**src/rtl/srcs_pkg.sv**
```systemverilog
// ----------------------------------------------------------------------------
// srcs_pkg
// Shared constants, register indexes and the duty table for the step-response
// capture sequencer.
// ----------------------------------------------------------------------------
`default_nettype none

package srcs_pkg;

  localparam int SAMPLE_BITS_DEF = 16;
  localparam int TICK_BITS_DEF   = 12;

  localparam int DUTY_W     = 7;
  localparam int LEVEL_W    = 4;
  localparam int RUNS_W     = 4;
  localparam int CFG_ADDR_W = 3;

  // register reset values, truncated to the tick width where they are used
  localparam int DRIVE_OFF_RST = 600;
  localparam int CAPTURE_RST   = 1200;
  localparam int PERIOD_RST    = 3000;

  localparam logic [RUNS_W-1:0]  RUNS_RST  = RUNS_W'(12);
  localparam logic [LEVEL_W-1:0] TOP_RST   = LEVEL_W'(12);
  localparam logic [LEVEL_W-1:0] LEVEL_RST = LEVEL_W'(1);

  typedef enum logic [CFG_ADDR_W-1:0] {
    CFG_DRIVE_OFF = 3'd0,
    CFG_CAPTURE   = 3'd1,
    CFG_PERIOD    = 3'd2,
    CFG_RUNS      = 3'd3,
    CFG_TOP       = 3'd4
  } cfg_idx_e;

  // PWM compare for a drive level: level * 100 / 12
  function automatic logic [DUTY_W-1:0] duty_of(input logic [LEVEL_W-1:0] lvl);
    logic [DUTY_W-1:0] d;
    begin
      case (lvl)
        4'd0:    d = 7'd0;
        4'd1:    d = 7'd8;
        4'd2:    d = 7'd16;
        4'd3:    d = 7'd25;
        4'd4:    d = 7'd33;
        4'd5:    d = 7'd41;
        4'd6:    d = 7'd50;
        4'd7:    d = 7'd58;
        4'd8:    d = 7'd66;
        4'd9:    d = 7'd75;
        4'd10:   d = 7'd83;
        4'd11:   d = 7'd91;
        4'd12:   d = 7'd100;
        4'd13:   d = 7'd108;
        4'd14:   d = 7'd116;
        4'd15:   d = 7'd125;
        default: d = 7'd0;
      endcase
      return d;
    end
  endfunction

endpackage

`default_nettype wire

```
**src/rtl/srcs_core.sv**
```systemverilog
// ----------------------------------------------------------------------------
// srcs_core
// Configuration registers, sequencer state and the per-tick step logic.
// ----------------------------------------------------------------------------
`default_nettype none

module srcs_core
  import srcs_pkg::*;
#(
  parameter int SAMPLE_BITS = SAMPLE_BITS_DEF,
  parameter int TICK_BITS   = TICK_BITS_DEF
) (
  input  wire logic                   clk_i,
  input  wire logic                   rst_ni,
  input  wire logic                   cfg_we_i,
  input  wire logic [CFG_ADDR_W-1:0]  cfg_addr_i,
  input  wire logic [TICK_BITS-1:0]   cfg_wdata_i,
  input  wire logic                   step_i,
  input  wire logic [SAMPLE_BITS-1:0] encoder_count_i,
  output logic      [DUTY_W-1:0]      drive_duty_o,
  output logic                        sample_valid_o,
  output logic      [SAMPLE_BITS-1:0] sample_value_o,
  output logic      [TICK_BITS-1:0]   sample_index_o,
  output logic                        last_sample_o,
  output logic                        encoder_clear_o,
  output logic      [LEVEL_W-1:0]     drive_level_o,
  output logic                        finished_o
);

  localparam logic [TICK_BITS-1:0] TICK_MAX = {TICK_BITS{1'b1}};

  logic [TICK_BITS-1:0] drive_off_q, capture_q, period_q;
  logic [RUNS_W-1:0]    runs_per_level_q;
  logic [LEVEL_W-1:0]   top_level_q;

  logic                 running_q, running_d;
  logic [TICK_BITS-1:0] tick_q, tick_d;
  logic [RUNS_W-1:0]    runs_q, runs_d;
  logic [LEVEL_W-1:0]   level_q, level_d;
  logic [DUTY_W-1:0]    duty_q, duty_d;

  logic [TICK_BITS-1:0] tick_inc, tick_inc2;
  logic [LEVEL_W-1:0]   level_inc;

  always_ff @(posedge clk_i or negedge rst_ni) begin
    if (!rst_ni) begin
      drive_off_q      <= TICK_BITS'(DRIVE_OFF_RST);
      capture_q        <= TICK_BITS'(CAPTURE_RST);
      period_q         <= TICK_BITS'(PERIOD_RST);
      runs_per_level_q <= RUNS_RST;
      top_level_q      <= TOP_RST;
    end else if (cfg_we_i) begin
      case (cfg_addr_i)
        CFG_DRIVE_OFF: drive_off_q      <= cfg_wdata_i;
        CFG_CAPTURE:   capture_q        <= cfg_wdata_i;
        CFG_PERIOD:    period_q         <= cfg_wdata_i;
        CFG_RUNS:      runs_per_level_q <= cfg_wdata_i[RUNS_W-1:0];
        CFG_TOP:       top_level_q      <= cfg_wdata_i[LEVEL_W-1:0];
        default:       ;
      endcase
    end
  end

  // saturating index increments; the second one serves the end-of-run tick
  assign tick_inc  = (tick_q == TICK_MAX) ? tick_q : tick_q + 1'b1;
  assign tick_inc2 = (tick_inc == TICK_MAX) ? tick_inc : tick_inc + 1'b1;
  assign level_inc = level_q + 1'b1;

  always_comb begin
    running_d       = running_q;
    tick_d          = tick_q;
    runs_d          = runs_q;
    level_d         = level_q;
    duty_d          = duty_q;
    sample_valid_o  = 1'b0;
    sample_value_o  = '0;
    sample_index_o  = '0;
    last_sample_o   = 1'b0;
    encoder_clear_o = 1'b0;
    if (running_q) begin
      sample_valid_o = 1'b1;
      sample_value_o = encoder_count_i;
      sample_index_o = tick_q;
      tick_d         = tick_inc;
      // drive-off wins over end of run when both hit the same index
      if (tick_inc == drive_off_q) begin
        duty_d = '0;
      end else if (tick_inc == capture_q) begin
        last_sample_o = 1'b1;
        running_d     = 1'b0;
        tick_d        = tick_inc2;
        runs_d        = runs_q + 1'b1;
      end
    end else if (runs_q < runs_per_level_q) begin
      if (tick_q == period_q) begin
        duty_d          = duty_of(level_q);
        running_d       = 1'b1;
        tick_d          = '0;
        encoder_clear_o = 1'b1;
      end else begin
        tick_d = tick_inc;
      end
    end else if (level_q < top_level_q) begin
      if (tick_q == period_q) begin
        level_d         = level_inc;
        duty_d          = duty_of(level_inc);
        running_d       = 1'b1;
        runs_d          = '0;
        tick_d          = '0;
        encoder_clear_o = 1'b1;
      end else begin
        tick_d = tick_inc;
      end
    end
  end

  assign drive_duty_o  = duty_d;
  assign drive_level_o = level_d;
  assign finished_o    = !running_d && (runs_d >= runs_per_level_q) &&
                         (level_d >= top_level_q);

  always_ff @(posedge clk_i or negedge rst_ni) begin
    if (!rst_ni) begin
      running_q <= 1'b1;
      tick_q    <= '0;
      runs_q    <= '0;
      level_q   <= LEVEL_RST;
      duty_q    <= duty_of(LEVEL_RST);
    end else if (step_i) begin
      running_q <= running_d;
      tick_q    <= tick_d;
      runs_q    <= runs_d;
      level_q   <= level_d;
      duty_q    <= duty_d;
    end
  end

endmodule

`default_nettype wire

```
**src/rtl/srcs_out_buf.sv**
```systemverilog
// ----------------------------------------------------------------------------
// srcs_out_buf
// Two-entry result buffer; keeps the input side open while a result waits.
// ----------------------------------------------------------------------------
`default_nettype none

module srcs_out_buf #(
  parameter int DATA_W = 8
) (
  input  wire logic              clk_i,
  input  wire logic              rst_ni,
  input  wire logic              push_i,
  input  wire logic [DATA_W-1:0] data_i,
  output logic                   ready_o,
  output logic                   valid_o,
  input  wire logic              pop_ready_i,
  output logic      [DATA_W-1:0] data_o
);

  localparam logic [1:0] DEPTH = 2'd2;

  logic [1:0]        count_q, count_d;
  logic [DATA_W-1:0] head_q, tail_q;
  logic              push, pop;

  assign ready_o = (count_q != DEPTH);
  assign valid_o = (count_q != 2'd0);
  assign data_o  = head_q;
  assign push    = push_i && ready_o;
  assign pop     = valid_o && pop_ready_i;

  always_comb begin
    count_d = count_q;
    if (push && !pop) begin
      count_d = count_q + 1'b1;
    end else if (pop && !push) begin
      count_d = count_q - 1'b1;
    end
  end

  always_ff @(posedge clk_i or negedge rst_ni) begin
    if (!rst_ni) begin
      count_q <= '0;
    end else begin
      count_q <= count_d;
    end
  end

  always_ff @(posedge clk_i) begin
    if (pop) begin
      // advance the tail, or take the new item straight into the head
      if (count_q == DEPTH) begin
        head_q <= tail_q;
      end else if (push) begin
        head_q <= data_i;
      end
    end else if (push) begin
      if (count_q == 2'd0) begin
        head_q <= data_i;
      end else begin
        tail_q <= data_i;
      end
    end
  end

endmodule

`default_nettype wire

```
**src/rtl/step_response_capture_sequencer_unit.sv**
```systemverilog
// ----------------------------------------------------------------------------
// step_response_capture_sequencer_unit
// Step-response capture sequencer: one tick item in, one result item out.
// ----------------------------------------------------------------------------
// Each accepted tick item produces exactly one result item, registered in the result buffer.
// A tick can be accepted every cycle: the step logic is a few index compares
// and a 16-entry duty table between the sequencer state registers and a
// two-entry result buffer, so ready stays high while up to one result waits
// on the output side. Configuration writes take effect on the next tick.
`default_nettype none

module step_response_capture_sequencer_unit
  import srcs_pkg::*;
#(
  parameter int SAMPLE_BITS = SAMPLE_BITS_DEF,
  parameter int TICK_BITS   = TICK_BITS_DEF
) (
  input  wire logic                   clk_i,
  input  wire logic                   rst_ni,
  input  wire logic                   cfg_we_i,
  input  wire logic [CFG_ADDR_W-1:0]  cfg_addr_i,
  input  wire logic [TICK_BITS-1:0]   cfg_wdata_i,
  input  wire logic                   in_valid_i,
  output logic                        in_ready_o,
  input  wire logic [SAMPLE_BITS-1:0] encoder_count_i,
  output logic                        out_valid_o,
  input  wire logic                   out_ready_i,
  output logic      [DUTY_W-1:0]      drive_duty_o,
  output logic                        sample_valid_o,
  output logic      [SAMPLE_BITS-1:0] sample_value_o,
  output logic      [TICK_BITS-1:0]   sample_index_o,
  output logic                        last_sample_o,
  output logic                        encoder_clear_o,
  output logic      [LEVEL_W-1:0]     drive_level_o,
  output logic                        finished_o
);

  localparam int RES_W = DUTY_W + SAMPLE_BITS + TICK_BITS + LEVEL_W + 4;

  logic                   step;
  logic [DUTY_W-1:0]      duty;
  logic                   s_valid, s_last, clr, fin;
  logic [SAMPLE_BITS-1:0] s_value;
  logic [TICK_BITS-1:0]   s_index;
  logic [LEVEL_W-1:0]     level;
  logic [RES_W-1:0]       res_in, res_out;

  assign step = in_valid_i && in_ready_o;

  srcs_core #(
    .SAMPLE_BITS(SAMPLE_BITS),
    .TICK_BITS  (TICK_BITS)
  ) u_core (
    .clk_i          (clk_i),
    .rst_ni         (rst_ni),
    .cfg_we_i       (cfg_we_i),
    .cfg_addr_i     (cfg_addr_i),
    .cfg_wdata_i    (cfg_wdata_i),
    .step_i         (step),
    .encoder_count_i(encoder_count_i),
    .drive_duty_o   (duty),
    .sample_valid_o (s_valid),
    .sample_value_o (s_value),
    .sample_index_o (s_index),
    .last_sample_o  (s_last),
    .encoder_clear_o(clr),
    .drive_level_o  (level),
    .finished_o     (fin)
  );

  assign res_in = {duty, s_valid, s_value, s_index, s_last, clr, level, fin};

  srcs_out_buf #(
    .DATA_W(RES_W)
  ) u_out_buf (
    .clk_i      (clk_i),
    .rst_ni     (rst_ni),
    .push_i     (in_valid_i),
    .data_i     (res_in),
    .ready_o    (in_ready_o),
    .valid_o    (out_valid_o),
    .pop_ready_i(out_ready_i),
    .data_o     (res_out)
  );

  assign {drive_duty_o, sample_valid_o, sample_value_o, sample_index_o,
          last_sample_o, encoder_clear_o, drive_level_o, finished_o} = res_out;

endmodule

`default_nettype wire

```
**config.mk**
```make
export PLATFORM = sky130hd
export DESIGN_NAME = step_response_capture_sequencer_unit
export DESIGN_NICKNAME = d
export VERILOG_FILES = /design/src/rtl/srcs_pkg.sv /design/src/rtl/srcs_core.sv /design/src/rtl/srcs_out_buf.sv /design/src/rtl/step_response_capture_sequencer_unit.sv
export SDC_FILE = /design/constraint.sdc
export NUM_CORES = 1
export LEC_CHECK = 0
export ABC_AREA = 1
export BUFFER_PORTS_ARGS = -buffer_cell sky130_fd_sc_hd__buf_2
export CORE_ASPECT_RATIO = 0.5
export CORE_MARGIN = 1.5
export CORE_UTILIZATION = 54
export DETAILED_ROUTE_END_ITERATION = 10
export GPL_TIMING_DRIVEN = 0
export PLACE_DENSITY = 0.76
export SLEW_MARGIN = 20
export SYNTH_ARGS = -nofsm -noshare
export SYNTH_HDL_FRONTEND = slang
export SYNTH_SLANG_ARGS = --single-unit
export TNS_END_PERCENT = 20
```
**constraint.sdc**
```tcl
create_clock -name clk_i -period 4.2 [get_ports clk_i]
set_input_delay 0.21 -clock clk_i [delete_from_list [all_inputs] [get_ports clk_i]]
set_output_delay 0.21 -clock clk_i [all_outputs]
set_load 0.02 [all_outputs]
```
==> run_results.csv <==
group,metric,value,unit
critical_path,crit_start,"u_core.tick_q[0]",
synthesis,ys_warn_count,0,
timing,fin_worst_skew,0.0102,ns
synthesis,syn_area,0.00892,mm2
synthesis,ys_seq_area_frac,0.500,
power,p_clk_frac,0.212,
synthesis,syn_nets,1157,
power,pwr-share-seq,0.353,
die,io_pins,81,
drt,wl_per_cell,15.9,um
critical_path,r2r_cells,21,
cells_and_area,area_delta_synth_final,15.5,%
global_routing,met3_usage,0.0492,
timing,worst_pin_slew,0.761,ns
timing,finalHoldViolations,0,
critical_path,cp.arrival,4.13,ns
place,port_buffers,80,
synthesis,yosysTopAreaCell,"edfxtp_1",
global_routing,met1_usage,0.371,
critical_path,cp_data_required_time,4.38,ns
critical_path,r2r-end,"u_out_buf.data_o[0]",
power,switching_share,0.426,
drt,initialDrtViolationCount,625,
cells_and_area,fill_cells,1355,
hold_path,hold_class,"input pin to flip-flop",
cts,clk_latency,0.43,ns
cells_and_area,num_antenna_cells,0,
cts,htreeDepth,4,
drt,ant_nets,0,
timing,tns,0,ns
cts,clock_sinks,160,
cells_and_area,final_core_util,0.654,
synthesis,yosysUniqueCellTypes,43,
critical_path,setup.worst_path.end_class,"flip-flop",
flow_run,maxCapViolations,0,
cts,cts-root-buf,"clkbuf_16",
critical_path,critical_path_peak_fanout,10,
timing,fin_ws,0.246,ns
die,dieArea,0.0174,mm2
die,rows,32,
synthesis,syn_inst,1100,
power,peakVddDrop,0.345,mV
power,power_leakage,4.99,nW
global_routing,grt_pass1_wl,37500,um
synthesis,synth_top_cells_by_area,"edfxtp_1 (29%), nand2_1 (15%), dfrtp_1 (15%), dfstp_2 (6.5%), inv_1 (5.9%)",
cts,clkTransAtPathRegs,0.07,ns
die,design.core.area,0.0158,mm2
die,start_util,0.566,
synthesis,synth_top_area_frac,0.289,
global_routing,busiest_layer,"met2",
place,place_congestion,0.953,
critical_path,r2r-start,"u_core.tick_q[0]",
timing,slew_headroom,0.491,
power,p_switching,3.15,mW
global_routing,antenna_found_initial,1,
synthesis,synth.avg_cell_area,8.11,um2
critical_path,crit_type,"flip-flop to flip-flop",
global_routing,gr-usage-met2,0.473,
synthesis,synth-edff-count,86,
die,die_x,185,um
global_routing,grt_max_degree,44,
drt,vias,7817,
place,hpwl,16900,um
timing,min_period_over_period,0.941,
cts,post-cts-setup-buffer-count,0,
die,die_y,93.9,um
drt,drc,0,
drt,first_pass_iters,5,
critical_path,cp-start-kind,"flip-flop",
timing,rsz0062_at_grt,"no",
global_routing,grt_pass1_vias,7599,
synthesis,ys_ff_latch,160,
synthesis,synth_flop_cell,"edfxtp_1",
synthesis,synth_commonest_cells,"nand2_1 (352), inv_1 (141), o21ai_0 (102)",
cts,cts_tree,"yes",
critical_path,critPathCapture,"u_out_buf.data_o[0]",
global_routing,grt_overflow_total,0,
global_routing,grt.total_usage,0.283,
cts,cts_buffer_depth,2,
status,status,"completed",
timing,maxSlewViolCount,0,
hold_path,min-delay-start,"cfg_wdata_i[10]",
critical_path,rrSetupSlack,0.25,ns
synthesis,async_reset_ff_frac,0.463,
synthesis,yosysMostFrequentCell,"nand2_1",
timing,setup_viol,0,
power,powerDensity,717,mW/mm2
cells_and_area,final_layout_size_suffix_gt1_frac,0.159,
drt,viasPerCell,5.43,
timing,max_freq,0.253,GHz
power,p_int,4.24,mW
drt,wl,22900,um
timing,period_needed,3.95,ns
power,combPwrFrac,0.435,
cells_and_area,nets,1263,
cts,cts_buffers,17,
place,place_ws,0.178,ns
[worst max-delay path, cell delays in order (launching register included)]
cell,delay (ns)
dfrtp_1,0.53
ha_1,0.30
nand3_1,0.16
nor2_1,0.25
nand3_1,0.24
nand3_2,0.22
nand2_1,0.07
nand2_1,0.07
nand3_1,0.11
nor2_4,0.20
nand2_2,0.12
nor2_8,0.20
nand3_4,0.14
nand2_1,0.11
and3_1,0.16
ha_1,0.24
inv_1,0.07
nor2_1,0.04
o211ai_1,0.17
nand3_1,0.09
nand4_1,0.12
a21oi_1,0.10
[through the flow]
stage	area [um2]	hold slack, ns	instances	power (mW)
after floorplan	8930	-0.0856	1100	4.85
after global placement	9610	0.474	1401	5.63
after detailed placement	9700	0.248	1407	5.79
after CTS	10300	0.0315	1440	7.37
after global routing	10300	0.0417	1440	7.94
final	10300	0.0316	1440	7.39
[per-layer routing]
metal  share of wire  wire (um)  vias up
met5         0.00053         12        -
met4           0.020        459        2
met3           0.070       1610       45
met2            0.46      10600      293
met1            0.45      10200     3693
li1                -          -     3784
[state kept, by name, indices dropped and copies added, names as in the netlist]
register                 count
u_out_buf.data_o            43
u_out_buf.tail_q            43
u_core.capture_q            12
u_core.drive_off_q          12
u_core.period_q             12
u_core.tick_q               12
u_core.duty_q                7
u_core.level_q               4
u_core.runs_per_level_q      4
u_core.runs_q                4
u_core.top_level_q           4
u_out_buf.count_q            2
u_core.running_q             1
[final cells by class]
class,count,area [um2],area share
repair buffers,87,497,0.0482
plain buffers,41,208,0.0201
inverters,146,549,0.0533
clock inverters,12,151,0.0147
clock buffers,20,437,0.0424
multi-input cells,753,3730,0.362
flip-flops and latches,160,4460,0.433
well taps,221,277,0.0268
[power by group through the flow]
stage | logic [mW] | registers (mW) | clock network (mW)
after CTS | 3.19 | 2.60 | 1.59
after global routing | 3.64 | 2.66 | 1.65
after detailed placement | 3.16 | 2.62 | 0
after global placement | 3.01 | 2.63 | 0
after floorplan | 2.06 | 2.79 | 0
final | 3.22 | 2.61 | 1.57
[how the worst min path moves through the flow]
stage               cells after the start                    to  slack (ns)
finish                                  3  u_core.capture_q[10]        0.03
global route                            3  u_core.capture_q[10]        0.04
CTS                                     3  u_core.capture_q[10]        0.03
detailed placement                      1      u_core.duty_q[6]        0.25
global placement                        3  u_core.capture_q[10]        0.47
floorplan                               0   u_core.capture_q[0]       -0.09
[repair_timing]
item	4_1_cts	5_1_grt
hold buffers	1	0
endpoints found under the setup margin	0	2
resized for setup	0	2
endpoints found under the hold margin	31	0
[cells by family (layout without fill, tap and decap cells)]
kind of cell | count (synthesis) | after routing | synth area share
buffers and inverters | 187 | 306 | 0.0848
adder cells (fa/ha/maj) | 21 | 21 | 0.0294
AND/OR/NAND/NOR | 553 | 553 | 0.268
flip-flops | 160 | 160 | 0.500
XOR/XNOR | 25 | 25 | 0.0245
AO/OA/AOI/OAI | 154 | 154 | 0.0928
[cells in the final DEF, fill, tap and decap left out, types with 17 or more instances in the layout]
| master | instances |
|---|---|
| nand4_1 | 22 |
| clkbuf_16 | 17 |
| nor2_1 | 69 |
| xor2_1 | 17 |
| a21oi_1 | 24 |
| nand3_1 | 74 |
| dfrtp_1 | 52 |
| dfstp_2 | 22 |
| clkbuf_1 | 23 |
| buf_2 | 89 |
| o21ai_0 | 102 |
| ha_1 | 21 |
| nand2_1 | 352 |
| edfxtp_1 | 86 |
| inv_1 | 141 |
Power figures use the tool's default switching activity.
